===== config.mk =====
export PLATFORM = sky130hd
export DESIGN_NAME = word_wrap_text_measurer
export DESIGN_NICKNAME = d
export VERILOG_FILES = /design/src/design/wwtm_pkg.sv /design/src/design/wwtm_front.sv /design/src/design/wwtm_queue.sv /design/src/design/wwtm_back.sv /design/src/design/word_wrap_text_measurer.sv
export SDC_FILE = /design/constraint.sdc
export NUM_CORES = 1
export LEC_CHECK = 0
export BUFFER_PORTS_ARGS = -buffer_cell sky130_fd_sc_hd__buf_2
export CORE_MARGIN = 2
export CORE_UTILIZATION = 45
export DETAILED_ROUTE_END_ITERATION = 10
export HOLD_SLACK_MARGIN = 0.15
export PLACE_DENSITY = 0.71
export SLEW_MARGIN = 20
export SYNTH_ARGS = -nofsm -noshare
export SYNTH_HDL_FRONTEND = slang
export SYNTH_HIERARCHICAL = 1
export SYNTH_SLANG_ARGS = --single-unit

===== constraint.sdc =====
create_clock -name clk -period 9.4 [get_ports clk]
set_input_delay 0.47 -clock clk [delete_from_list [all_inputs] [get_ports clk]]
set_output_delay 0.47 -clock clk [all_outputs]
set_load 0.02 [all_outputs]

===== src/design/wwtm_pkg.sv =====
// shared types, codes and helpers for the word wrap text measurer
package wwtm_pkg;

  localparam int unsigned CP_W  = 21;
  localparam int unsigned CNT_W = 16;

  localparam logic [CP_W-1:0]  CODE_END     = 21'd0;
  localparam logic [CP_W-1:0]  CODE_NEWLINE = 21'd10;
  localparam logic [CP_W-1:0]  CODE_SPACE   = 21'd32;
  localparam logic [CNT_W-1:0] MAX16        = 16'hFFFF;
  localparam logic [CNT_W-1:0] LIMIT_RESET  = 16'd32;

  typedef enum logic [1:0] {
    CLS_CHAR,
    CLS_SPACE,
    CLS_NEWLINE,
    CLS_END
  } cls_t;

  function automatic logic [CNT_W-1:0] sat_inc(input logic [CNT_W-1:0] v);
    return (v == MAX16) ? v : v + 16'd1;
  endfunction

  function automatic logic [CNT_W-1:0] max16(input logic [CNT_W-1:0] a,
                                             input logic [CNT_W-1:0] b);
    return (a > b) ? a : b;
  endfunction

  function automatic cls_t classify(input logic [CP_W-1:0] cp);
    cls_t c;
    if (cp == CODE_END) begin
      c = CLS_END;
    end else if (cp == CODE_NEWLINE) begin
      c = CLS_NEWLINE;
    end else if (cp == CODE_SPACE) begin
      c = CLS_SPACE;
    end else begin
      c = CLS_CHAR;
    end
    return c;
  endfunction

endpackage


===== src/design/wwtm_front.sv =====
// input stage: accepts character beats and classifies them
module wwtm_front (
  input  logic                      clk,
  input  logic                      rst_n,
  input  logic                      in_valid,
  output logic                      in_stall,
  input  logic [wwtm_pkg::CP_W-1:0] in_code_point,
  output logic                      push_vld,
  output wwtm_pkg::cls_t            push_cls,
  input  logic                      q_full
);
  import wwtm_pkg::*;

  logic vld_r;
  cls_t cls_r;
  logic load;

  assign in_stall = vld_r & q_full;
  assign load     = ~in_stall;
  assign push_vld = vld_r;
  assign push_cls = cls_r;

  always_ff @(posedge clk) begin
    if (!rst_n) begin
      vld_r <= 1'b0;
    end else if (load) begin
      vld_r <= in_valid;
    end
  end

  always_ff @(posedge clk) begin
    if (load && in_valid) begin
      cls_r <= classify(in_code_point);
    end
  end

endmodule


===== src/design/wwtm_queue.sv =====
// small fifo of classified beats between front and back
module wwtm_queue #(
  parameter int unsigned DEPTH = 4
) (
  input  logic           clk,
  input  logic           rst_n,
  input  logic           push,
  input  wwtm_pkg::cls_t push_cls,
  output logic           full,
  input  logic           pop,
  output logic           pop_vld,
  output wwtm_pkg::cls_t pop_cls
);
  import wwtm_pkg::*;

  localparam int unsigned AW = (DEPTH > 1) ? $clog2(DEPTH) : 1;
  localparam int unsigned CW = $clog2(DEPTH + 1);

  cls_t          mem_r [DEPTH];
  logic [AW-1:0] wr_ptr_r, rd_ptr_r;
  logic [CW-1:0] count_r;
  logic          do_push;

  assign full    = (count_r == CW'(DEPTH));
  assign pop_vld = (count_r != '0);
  assign pop_cls = mem_r[rd_ptr_r];
  assign do_push = push & ~full;

  function automatic logic [AW-1:0] ptr_inc(input logic [AW-1:0] p);
    return (p == AW'(DEPTH - 1)) ? '0 : p + AW'(1);
  endfunction

  always_ff @(posedge clk) begin
    if (!rst_n) begin
      wr_ptr_r <= '0;
      rd_ptr_r <= '0;
      count_r  <= '0;
    end else begin
      if (do_push) begin
        wr_ptr_r <= ptr_inc(wr_ptr_r);
      end
      if (pop) begin
        rd_ptr_r <= ptr_inc(rd_ptr_r);
      end
      case ({do_push, pop})
        2'b10:   count_r <= count_r + CW'(1);
        2'b01:   count_r <= count_r - CW'(1);
        default: count_r <= count_r;
      endcase
    end
  end

  always_ff @(posedge clk) begin
    if (do_push) begin
      mem_r[wr_ptr_r] <= push_cls;
    end
  end

endmodule


===== src/design/wwtm_back.sv =====
// wrap state update and registered result beat
module wwtm_back (
  input  logic                       clk,
  input  logic                       rst_n,
  input  logic [wwtm_pkg::CNT_W-1:0] line_limit,
  input  logic                       q_vld,
  input  wwtm_pkg::cls_t             q_cls,
  output logic                       q_pop,
  output logic                       out_valid,
  input  logic                       out_stall,
  output logic                       out_fits,
  output logic [wwtm_pkg::CNT_W-1:0] out_width_chars,
  output logic [wwtm_pkg::CNT_W-1:0] out_row_count,
  output logic [wwtm_pkg::CNT_W-1:0] out_char_count
);
  import wwtm_pkg::*;

  logic [CNT_W-1:0] line_len_r, line_len_nxt;
  logic [CNT_W-1:0] longest_r, longest_nxt;
  logic             seen_r, seen_nxt;
  logic [CNT_W-1:0] pos_r, pos_nxt;
  logic [CNT_W-1:0] row_r, row_nxt;
  logic [CNT_W-1:0] total_r, total_nxt;
  logic             ovf_r, ovf_nxt;
  logic             out_vld_r, out_vld_nxt;
  logic             fits_r;
  logic [CNT_W-1:0] width_r, rows_r, chars_r;
  logic             is_end, out_free, emit, ok;
  logic             place, skip_sp, at_limit;

  assign is_end   = (q_cls == CLS_END);
  assign out_free = ~out_vld_r | ~out_stall;
  assign q_pop    = q_vld & (~is_end | out_free);
  assign emit     = q_pop & is_end;
  assign ok       = ~ovf_r & (line_limit != '0);
  assign at_limit = (line_limit == '0) ||
                    ({1'b0, line_len_r} + 17'd1 >= {1'b0, line_limit});
  assign skip_sp  = (seen_r && pos_r == line_len_r) || (line_len_r == '0);

  always_comb begin
    line_len_nxt = line_len_r;
    longest_nxt  = longest_r;
    seen_nxt     = seen_r;
    pos_nxt      = pos_r;
    row_nxt      = row_r;
    total_nxt    = total_r;
    ovf_nxt      = ovf_r;
    place        = 1'b0;
    if (q_pop) begin
      if (is_end) begin
        line_len_nxt = '0;
        longest_nxt  = '0;
        seen_nxt     = 1'b0;
        pos_nxt      = '0;
        row_nxt      = '0;
        total_nxt    = '0;
        ovf_nxt      = 1'b0;
      end else begin
        total_nxt = sat_inc(total_r);
        if (!ovf_r) begin
          case (q_cls)
            CLS_NEWLINE: begin
              longest_nxt  = max16(longest_r, line_len_r);
              row_nxt      = sat_inc(row_r);
              line_len_nxt = '0;
              seen_nxt     = 1'b0;
            end
            CLS_SPACE: begin
              if (!skip_sp) begin
                pos_nxt  = line_len_r;
                seen_nxt = 1'b1;
                place    = 1'b1;
              end
            end
            default: place = 1'b1;
          endcase
        end
      end
    end
    if (place) begin
      if (at_limit) begin
        if (!seen_nxt) begin
          ovf_nxt = 1'b1;
        end else begin
          longest_nxt  = max16(longest_r, pos_nxt);
          row_nxt      = sat_inc(row_r);
          line_len_nxt = (line_len_r >= pos_nxt) ? line_len_r - pos_nxt : '0;
          seen_nxt     = 1'b0;
        end
      end else begin
        line_len_nxt = line_len_r + 16'd1;
      end
    end
  end

  always_comb begin
    if (emit) begin
      out_vld_nxt = 1'b1;
    end else if (!out_stall) begin
      out_vld_nxt = 1'b0;
    end else begin
      out_vld_nxt = out_vld_r;
    end
  end

  always_ff @(posedge clk) begin
    if (!rst_n) begin
      line_len_r <= '0;
      longest_r  <= '0;
      seen_r     <= 1'b0;
      pos_r      <= '0;
      row_r      <= '0;
      total_r    <= '0;
      ovf_r      <= 1'b0;
      out_vld_r  <= 1'b0;
    end else begin
      line_len_r <= line_len_nxt;
      longest_r  <= longest_nxt;
      seen_r     <= seen_nxt;
      pos_r      <= pos_nxt;
      row_r      <= row_nxt;
      total_r    <= total_nxt;
      ovf_r      <= ovf_nxt;
      out_vld_r  <= out_vld_nxt;
    end
  end

  always_ff @(posedge clk) begin
    if (emit) begin
      fits_r  <= ok;
      width_r <= ok ? max16(longest_r, line_len_r) : '0;
      rows_r  <= ok ? sat_inc(row_r) : '0;
      chars_r <= total_r;
    end
  end

  assign out_valid       = out_vld_r;
  assign out_fits        = fits_r;
  assign out_width_chars = width_r;
  assign out_row_count   = rows_r;
  assign out_char_count  = chars_r;

endmodule


===== src/design/word_wrap_text_measurer.sv =====
// top level of the greedy word wrap text measurer
// Takes one character beat per cycle unless in_stall is high and, on code 0, returns one
// result beat with the fits flag, widest line, row count and character count of the
// greedy-wrapped text. Sustained rate is one beat per cycle while nothing stalls; a
// character passes the classifier register, the beat queue and the state update, and a
// terminator's result is held in the result register. The queue lets the input keep
// flowing while a result waits to be taken; only terminators wait on the result register.
// line_limit must be written while no text is in flight.
module word_wrap_text_measurer #(
  parameter int unsigned QUEUE_DEPTH = 4
) (
  input  logic                       clk,
  input  logic                       rst_n,
  input  logic                       cfg_we,
  input  logic [wwtm_pkg::CNT_W-1:0] cfg_wdata,
  input  logic                       in_valid,
  output logic                       in_stall,
  input  logic [wwtm_pkg::CP_W-1:0]  in_code_point,
  output logic                       out_valid,
  input  logic                       out_stall,
  output logic                       out_fits,
  output logic [wwtm_pkg::CNT_W-1:0] out_width_chars,
  output logic [wwtm_pkg::CNT_W-1:0] out_row_count,
  output logic [wwtm_pkg::CNT_W-1:0] out_char_count
);
  import wwtm_pkg::*;

  logic [CNT_W-1:0] line_limit_r;
  logic             push_vld, q_full, q_pop, q_vld;
  cls_t             push_cls, q_cls;

  always_ff @(posedge clk) begin
    if (!rst_n) begin
      line_limit_r <= LIMIT_RESET;
    end else if (cfg_we) begin
      line_limit_r <= cfg_wdata;
    end
  end

  wwtm_front u_front (
    .clk           (clk),
    .rst_n         (rst_n),
    .in_valid      (in_valid),
    .in_stall      (in_stall),
    .in_code_point (in_code_point),
    .push_vld      (push_vld),
    .push_cls      (push_cls),
    .q_full        (q_full)
  );

  wwtm_queue #(
    .DEPTH (QUEUE_DEPTH)
  ) u_queue (
    .clk      (clk),
    .rst_n    (rst_n),
    .push     (push_vld),
    .push_cls (push_cls),
    .full     (q_full),
    .pop      (q_pop),
    .pop_vld  (q_vld),
    .pop_cls  (q_cls)
  );

  wwtm_back u_back (
    .clk             (clk),
    .rst_n           (rst_n),
    .line_limit      (line_limit_r),
    .q_vld           (q_vld),
    .q_cls           (q_cls),
    .q_pop           (q_pop),
    .out_valid       (out_valid),
    .out_stall       (out_stall),
    .out_fits        (out_fits),
    .out_width_chars (out_width_chars),
    .out_row_count   (out_row_count),
    .out_char_count  (out_char_count)
  );

endmodule


# After elaboration in Yosys (flattened, before gate mapping)
# Memory sizes are Yosys's and may differ from the RTL's. A register that Yosys moved wholly into a read port is not among the register bits.
# Cells that the tools add are included.
totals:
  ff_bits: 158
  mem_bits_rw: 8
  inputBits: 42
  out_inout_bits: 51
  wordCells: 134
  mem_count: 1
mem_list:
  columns: ["name", "words", "width", "rd", "rd_clocked_by_memory_dff", "wr", "line_no", "text"]
  rows:
  - ["u_queue.mem_r", 4, 2, 1, 1, 1, "wwtm_queue.sv:19", "cls_t mem_r [DEPTH];"]
op_classes:
  add_sub_neg: 9
  order_cmp: 4
  eq_ne: 16
  muxes: 60
  bitwise: 13
  reduce_logical: 12
op_table:
  columns: ["op", "n"]
  rows:
  - ["16-bit 2-to-1 mux", 32]
  - ["16-bit by 1-bit adder with 16-bit output (second input constant)", 3]
  - ["16-bit == test (second input constant)", 2]
  - ["16-bit > comparator", 2]
  - ["16-bit logical NOT", 2]
  - ["21-bit by 4-bit == test with 1-bit output (second input constant)", 1]
  - ["21-bit by 6-bit == test with 1-bit output (second input constant)", 1]
  - ["21-bit logical NOT", 1]
  - ["1-bit 2-to-1 mux", 21]
  - ["16-bit by 1-bit adder with 17-bit output (second input constant)", 1]
  - ["17-bit by 16-bit greater-or-equal comparator with 1-bit output", 1]
  - ["16-bit == test", 1]
  - ["16-bit greater-or-equal comparator", 1]
  - ["16-bit nonzero test", 1]
  - ["16-bit subtractor", 1]
  - ["2-bit == test (second input constant)", 5]
  - ["2-bit 2-to-1 mux", 4]
  - ["1-bit inverter", 6]
  - ["3-bit one-hot mux with 2 select lines", 1]
  - ["1-bit AND", 5]
  - ["2-bit by 1-bit adder with 2-bit output (second input constant)", 2]
  - ["2-bit by 1-bit == test with 1-bit output (second input constant)", 2]
  - ["2-bit by 1-bit != test with 1-bit output (second input constant)", 2]
  - ["4-bit != test (second input constant)", 1]
  - ["other kinds (11)", 15]

# Longest topological paths before layout
# Gate-level depths: netlist (run 1).
logic_depth:
  ltp_word: 13
  mapped_depth: 25
  depth_no_buf: 22

# Modules after synthesis
# Netlist (run 1), hierarchy kept.
modules_own_cells:
  columns: ["mod", "instances", "cells_each", "area_per_inst_um2"]
  rows:
  - ["wwtm_back", 1, 992, 8957.3]
  - ["wwtm_queue", 1, 62, 782.0]
  - ["word_wrap_text_measurer", 1, 51, 613.1]
  - ["wwtm_front", 1, 16, 177.7]

# Least setup slack after synthesis (run 1)
# No wires, ideal clock.
synth_timing:
  path_kind: "register -> register"
  from: "register (tool-made name)"
  to: "register u_back.line_len_r[1]"
  setup_ns: 0.144
  t_arrival_ns: 5.625
  required_ns: 9.256
  setup_slack_ns: 3.631
  path_stages_with_launch: 23
  path_buffers: 2
  synth_period_minus_slack_ns: 5.769
  cell_sequence: "dfxtp_1 mux4_2 ha_1 nand3_2 clkinv_1 nor2_1 clkbuf_1 a22oi_1 inv_1 ha_1 inv_1 fa_1 nand3_1 nand2_1 a21o_1 o21ai_0 nor3_1 a22oi_4 o41ai_1 a22o_1 buf_6 a221oi_2 a2111oi_2"
synth_rtl:
  columns: ["item", "line_no", "text"]
  rows:
  - ["end signal, assigned", "wwtm_back.sv:117", "line_len_r <= line_len_nxt;"]
  - ["end, declared", "wwtm_back.sv:18", "logic [CNT_W-1:0] line_len_r, line_len_nxt;"]

==> results of run 1 <==
cell families (layout without fill, tap and decap cells):
logic type      Yosys count  after routing
xor+xnor                 73             73
compound gates          256            256
simple gates            377            377
fa+ha+maj                78             78
flops                   168            168
buf+inv                 113            185
mux                      56             56
final timing paths:
check             cells past startpoint                            start  slack (ns)                                  end
setup / recovery                     21                             flop        3.79      u_back/line_len_r[1]$_SDFF_PN0_
setup reg to reg                     21                             flop        3.79      u_back/line_len_r[1]$_SDFF_PN0_
hold reg to reg                       0  u_back/total_r[13]$_SDFFE_PN0P_        0.48  u_back/out_char_count[13]$_DFFE_PP_
hold / removal                        3                     cfg_wdata[5]        0.25         line_limit_r[5]$_SDFFE_PN1P_
layer usage:
layer  vias to the layer above  wire length (µm)  track usage
met4                         0               411      0.05810
li1                       4189                 -            -
met3                        29              1711      0.03359
met2                       312             11110       0.3315
met5                         -                 0            0
met1                      4001             11890       0.2965
report_power, final:
group	total [W]	leakage, nW	internal (W)	switching (W)
registers	0.000905	1.44	0.000846	0.0000586
logic	0.00100	2.97	0.000348	0.000657
clock network	0.000711	0.288	0.000387	0.000324
sequential cells by signal, indices dropped and copies added (netlist names), 2 cells and up, named ones only:
signal,count
u_front/push_cls,2
u_back/total_r,16
u_back/out_row_count,16
u_queue/count_r,3
u_back/longest_r,16
u_back/out_width_chars,16
u_back/pos_r,16
u_back/out_char_count,16
u_back/row_r,16
u_back/line_len_r,16
u_queue/rd_ptr_r,2
line_limit_r,16
u_queue/mem_r,8
u_queue/wr_ptr_r,2
synthesized netlist by cell type (9+ instances only):
master      n
nor4_1     10
nor2_1    113
clkbuf_1   25
a21o_1     14
buf_6       9
a21oi_2    13
dfxtp_1   109
xnor2_1    43
nand2_1    63
a21oi_1    58
ha_1       75
edfxtp_1   59
o21ai_0    40
nand4_1    18
and3_1     12
mux2i_1    53
nor2b_1    28
and2_1     17
inv_1      51
buf_2      15
o21a_1     14
xor2_1     30
nor3_1     22
nand3_1    49
a22oi_1    35
or3_1      10
o21ai_2    11
stage by stage:
stage | cell area (µm²) | util | cells | total power (W) | setup slack [ns]
global placement | 11070 | 0.4861 | 1474 | 0.001899 | 4.056
finish | 11670 | 0.5124 | 1506 | 0.002620 | 3.787
CTS | 11670 | 0.5122 | 1506 | 0.002625 | 3.818
floorplan | 10530 | - | 1121 | 0.001682 | 3.631
detailed placement | 11070 | 0.4861 | 1474 | 0.001909 | 3.865
global route | 11670 | 0.5124 | 1506 | 0.002758 | 3.288
final cells by class:
class                      count  area (µm²)
clock buffer                  19       442.9
clock inverter                13       152.6
fill                        2096       11110
inverter                      54       202.7
multi-input combinational    840        6015
sequential                   168        3954
tap                          313       391.6
timing repair buffer          99       513.0
critical path, cell delays in order, from the launching register on:
cell       delay [ns]
dfxtp_1          0.38
mux4_2           0.55
ha_1             0.29
nand3_2          0.20
inv_2            0.04
buf_4            0.33
nor2_1           0.77
a22oi_1          0.27
inv_1            0.15
ha_1             0.19
inv_1            0.06
fa_1             0.39
nand3_1          0.10
nand2_1          0.10
a21o_1           0.21
o21ai_0          0.14
nor3_1           0.09
a22oi_4          0.21
o41ai_1          0.11
a22o_1           0.40
a221oi_2         0.36
a2111oi_2        0.08
==> metrics.cfg, run 1 <==
[run_status]
status = finished, final reports clean

[power]
p_per_area_mw_per_mm2 = 224.5
peakVddDrop_mv = 0.1273
cellLeakagePower_nw = 4.694

[sta]
worst_pin_slew_ns = 1.048
fin_skew_ns = 0.01175
hold_viol_final = 0
fin_crit_ns = 5.613
timing.final.crit_share = 0.5972
slew-limit-headroom = 0.2987
holdWs_ns = 0.2524
max_freq_mhz = 178.1
maxSlewViolCount = 0
setup_tns_ns = 0
grt_setup_unrepaired = false
setup_viol = 0

[layout]
drive_gt1_frac = 0.1626
final_cell_mix = nor2_1, dfxtp_1, buf_2
final_common_cell = nor2_1
area_delta_synth_final_pct = 10.84
antennaDiodeCount = 0
nets = 1299

[clocking]
cts_tree = done
clock_latency_ns = 0.44
cts.sink_count = 168
clockRootBuffer = clkbuf_16
cts_inserted_buffers = 17
post_cts_buffers = 0
cts_resized = 0
clkTransAtPathRegs_ns = 0.07
clockBufferDepth = 2
ctsHoldBuffers = 0
htree_levels = 4

[drt]
vias = 8531
antenna_left = 0
drt_wl_total_um = 25130
dr.first_iter.drc_count = 520
drcViolationCount = 0
routedWlPerCell_um = 16.69
vias_per_cell = 5.665
drt_pass1_iterations = 6

[yosys]
synth_xor_area_frac = 0.06072
synth_top_family_by_area = simple AND/OR/NAND/NOR gates
postSynthAreaPerCell_um2 = 9.393
synth_flop_cell = dfxtp_1
synth_area_mm2 = 0.01053
synth.area.top_cells = dfxtp_1, edfxtp_1, ha_1, mux2i_1, nor2_1
muxShareOfSynthArea = 0.05573
synth-simple-area-share = 0.1852
netlist.area_leader.share = 0.2072
seq_area_frac_synth = 0.3755
syn_inst = 1121
postSynth.asyncResetShare = 0
yosys_warnings = 6
synth_compound_area_frac = 0.1751
synth.largest_area_cell = dfxtp_1
synth_nets = 1240
synth_edf_count = 59
synthDistinctLibCells = 89
synth-seq-cells = 168
synthAdderAreaFrac = 0.09399

[floorplan]
row_count = 55
start_util = 0.4623
dieWidth_um = 157.0
fp.coreArea_mm2 = 0.02278
die-area_mm2 = 0.02464
die_h_um = 157.0
boundaryPins = 93

[hold_path]
hold_class = input port to flop

[global_routing]
grt_start_max_net_pins = 59
track_usage = 0.2095
grt_pass1_wl_um = 41140
grt_pass1_vias = 8135
antenna_found_initial = 0
overflow = 0

[critical_path]
worstSetupStartpointType = flop
critPathMaxFanout = 58
cp-end-kind = flop
arrival_ns = 5.93
required_ns = 9.71
setup.worst_path.class = flop to flop

[placed_design]
post-dp-hpwl_um = 18470
gp_congestion = 0.9513
port_buffers = 92

[job]
cap_violations = 0

Power figures use the tool's default switching activity.
==> run 2, diff against run 1 <==
PLACE_DENSITY = 0.73   (was 0.71)
clock period = 4.56 ns   (was 9.4 ns; I/O delays follow)
==> metrics.cfg, run 2 (synthesis results as in run 1) <==
[power]
peakVddDrop_mv = 0.3192  ; was 0.1273 mV
p_per_area_mw_per_mm2 = 453.7  ; was 224.5 mW/mm²
cellLeakagePower_nw = 5.095  ; was 4.694 nW

[drt]
dr.first_iter.drc_count = 562  ; was 520
vias_per_cell = 5.686  ; was 5.665
drt_wl_total_um = 27110  ; was 25130 µm
routedWlPerCell_um = 17.08  ; was 16.69 µm
vias = 9024  ; was 8531
drt_pass1_iterations = 5  ; was 6
antenna_left = 0  ; unchanged
drcViolationCount = 0  ; unchanged

[floorplan]
die_h_um = 157.0  ; unchanged
die-area_mm2 = 0.02464  ; unchanged
dieWidth_um = 157.0  ; unchanged
start_util = 0.4623  ; unchanged
boundaryPins = 93  ; unchanged
row_count = 55  ; unchanged
fp.coreArea_mm2 = 0.02278  ; unchanged

[layout]
final_cell_mix = nor2_1, dfxtp_1, buf_2  ; unchanged
antennaDiodeCount = 0  ; unchanged
drive_gt1_frac = 0.2111  ; was 0.1626
postLayoutCoreUtil = 0.5462  ; was 0.5124
final_common_cell = nor2_1  ; unchanged
area_delta_synth_final_pct = 18.14  ; was 10.84%
postLayoutCellArea_mm2 = 0.01244  ; was 0.01167 mm²
final_cell_count_no_fill = 1587  ; was 1506
fill_cells = 2028  ; was 2096
nets = 1380  ; was 1299

[critical_path]
arrival_ns = 4.79  ; was 5.93 ns
worstSetupStartpointType = flop  ; unchanged
cp-end-kind = flop  ; unchanged
setup.worst_path.class = flop to flop  ; unchanged
cpMaxStageDelayCell = mux4_2  ; was nor2_1
crit_chain = mux4_2 -> inv_1 -> ha_1 -> and3_4 -> nand2_2 -> a21oi_2 -> nor2_2 -> buf_4 -> a22oi_2 -> ha_1 -> nor2b_1 -> o21a_1 -> o21a_1 -> o21ai_2 -> nand2b_1 -> maj3_2 -> a211oi_4 -> buf_4 -> o21a_4 -> o21ai_2 -> a21oi_2  ; was mux4_2 -> ha_1 -> nand3_2 -> inv_2 -> buf_4 -> nor2_1 -> a22oi_1 -> inv_1 -> ha_1 -> inv_1 -> fa_1 -> nand3_1 -> nand2_1 -> a21o_1 -> o21ai_0 -> nor3_1 -> a22oi_4 -> o41ai_1 -> a22o_1 -> a221oi_2 -> a2111oi_2
required_ns = 4.92  ; was 9.71 ns
cp_slowest_stage_delay_ns = 0.54  ; was 0.77 ns
critPathMaxFanout = 8  ; was 58

[global_routing]
grt_pass1_vias = 8459  ; was 8135
antenna_found_initial = 0  ; unchanged
grt_pass1_wl_um = 42960  ; was 41140 µm
track_usage = 0.2191  ; was 0.2095
grt_start_max_net_pins = 58  ; was 59
overflow = 0  ; unchanged

[clocking]
htree_levels = 4  ; unchanged
clockBufferDepth = 2  ; unchanged
clkTransAtPathRegs_ns = 0.06  ; was 0.07 ns
cts.sink_count = 168  ; unchanged
cts_inserted_buffers = 17  ; unchanged
clock_latency_ns = 0.44  ; about the same
cts_tree = done  ; unchanged
clockRootBuffer = clkbuf_16  ; unchanged

[sta]
setup_tns_ns = 0  ; unchanged
setup_ws_ns = 0.1262  ; was 3.787 ns
fin_crit_ns = 4.434  ; was 5.613 ns
worst_pin_slew_ns = 1.032  ; was 1.048 ns
slew-limit-headroom = 0.3045  ; was 0.2987
timing.final.crit_share = 0.9723  ; was 0.5972
setup_viol = 0  ; unchanged
fin_skew_ns = 0.01455  ; was 0.01175 ns
max_freq_mhz = 225.5  ; was 178.1 MHz
maxSlewViolCount = 0  ; unchanged
hold_viol_final = 0  ; unchanged

[placed_design]
post-place-ws_ns = -0.08551  ; was 3.865 ns
gp_congestion = 0.9735  ; was 0.9513
placed_area_mm2 = 0.01148  ; was 0.01107 mm²
dp_cells = 1524  ; was 1474
port_buffers = 92  ; unchanged
post-dp-hpwl_um = 19540  ; was 18470 µm

[run_status]
status = finished, final reports clean  ; unchanged

[job]
cap_violations = 0  ; unchanged

[hold_path]
hold_class = input port to flop  ; unchanged

run 2: cell types whose count changed in the layout (fill, tap and decap cells not counted), sizes merged:
cell           previous run  this run
o21a                     15        16
inv                      62        60
clkinvlp                  2         1
dlygate4sd3               0        21
a22o                      2         3
buf                      99       155
o21ai                    59        60
clkinv                    2         4
clkbuf                   19        20
clkdlybuf4s15             0         1
run 2: stage by stage:
step	hold slack (ns)	power, W
global route	0.2011	0.005938
CTS	0.1872	0.005538
floorplan	0.3458	0.003470
global placement	0.4424	0.004023
detailed placement	0.4517	0.004061
finish	0.1952	0.005644
run 2: cell type report:
class | instances | area (µm²) | share of cell area
Multi-Input combinational cell | 843 | 6135 | 0.4931
Tap cell | 313 | 391.6 | 0.03148
Inverter | 54 | 215.2 | 0.01730
Clock inverter | 12 | 128.9 | 0.01036
Sequential cell | 168 | 3956 | 0.3180
Clock buffer | 20 | 446.7 | 0.03590
Timing Repair Buffer | 177 | 1167 | 0.09383
run 2: path summary, 6_finish.rpt:
| kind | startpoint | end | slack, ns | depth (start not counted) |
|---|---|---|---|---|
| min reg2reg | u_back/total_r[13]$_SDFFE_PN0P_ | u_back/out_char_count[13]$_DFFE_PP_ | 0.48 | 0 |
| min | in_code_point[14] | u_front/push_cls[1]$_SDFFCE_PP1P_ | 0.20 | 4 |
| max | u_queue/mem_r[3][1]$_DFFE_PP_ | u_back/longest_r[11]$_SDFFE_PN0P_ | 0.13 | 21 |
| max reg2reg | u_queue/mem_r[3][1]$_DFFE_PP_ | u_back/longest_r[11]$_SDFFE_PN0P_ | 0.13 | 21 |
run 2: power by group:
part	internal, W	total (W)	switching, W
clock network	0.000786	0.00143	0.000644
logic	0.000904	0.00237	0.00146
registers	0.00175	0.00185	0.000100
run 2: per-layer routing:
metal / global-route usage / up-vias / wire, µm
li1: - / 4356 / -
met1: 0.3053 / 4264 / 12290
met2: 0.3488 / 369 / 12440
met3: 0.03855 / 35 / 1978
met4: 0.06378 / 0 / 397
met5: 0 / - / 0
run 2: worst max-delay path: cells and delay by family, from the launching register on:
| kind | cells | cell delay, ns |
|---|---|---|
| AO/OA/AOI/OAI | 9 | 1.67 |
| adder cells (fa/ha/maj) | 3 | 0.80 |
| AND/OR/NAND/NOR | 5 | 0.55 |
| multiplexers | 1 | 0.54 |
| flip-flops | 1 | 0.40 |
| buffers and inverters | 3 | 0.40 |
run 2: repair_timing:
| item | CTS | global route |
|---|---|---|
| pin swaps | 4 | 13 |
| endpoints found under the setup margin | 24 | 48 |
| setup buffers | 0 | 6 |
| hold buffers | 21 | 0 |
| gates cloned | 1 | 3 |
| hold endpoints to repair | 20 | 0 |
| resized for setup | 6 | 21 |
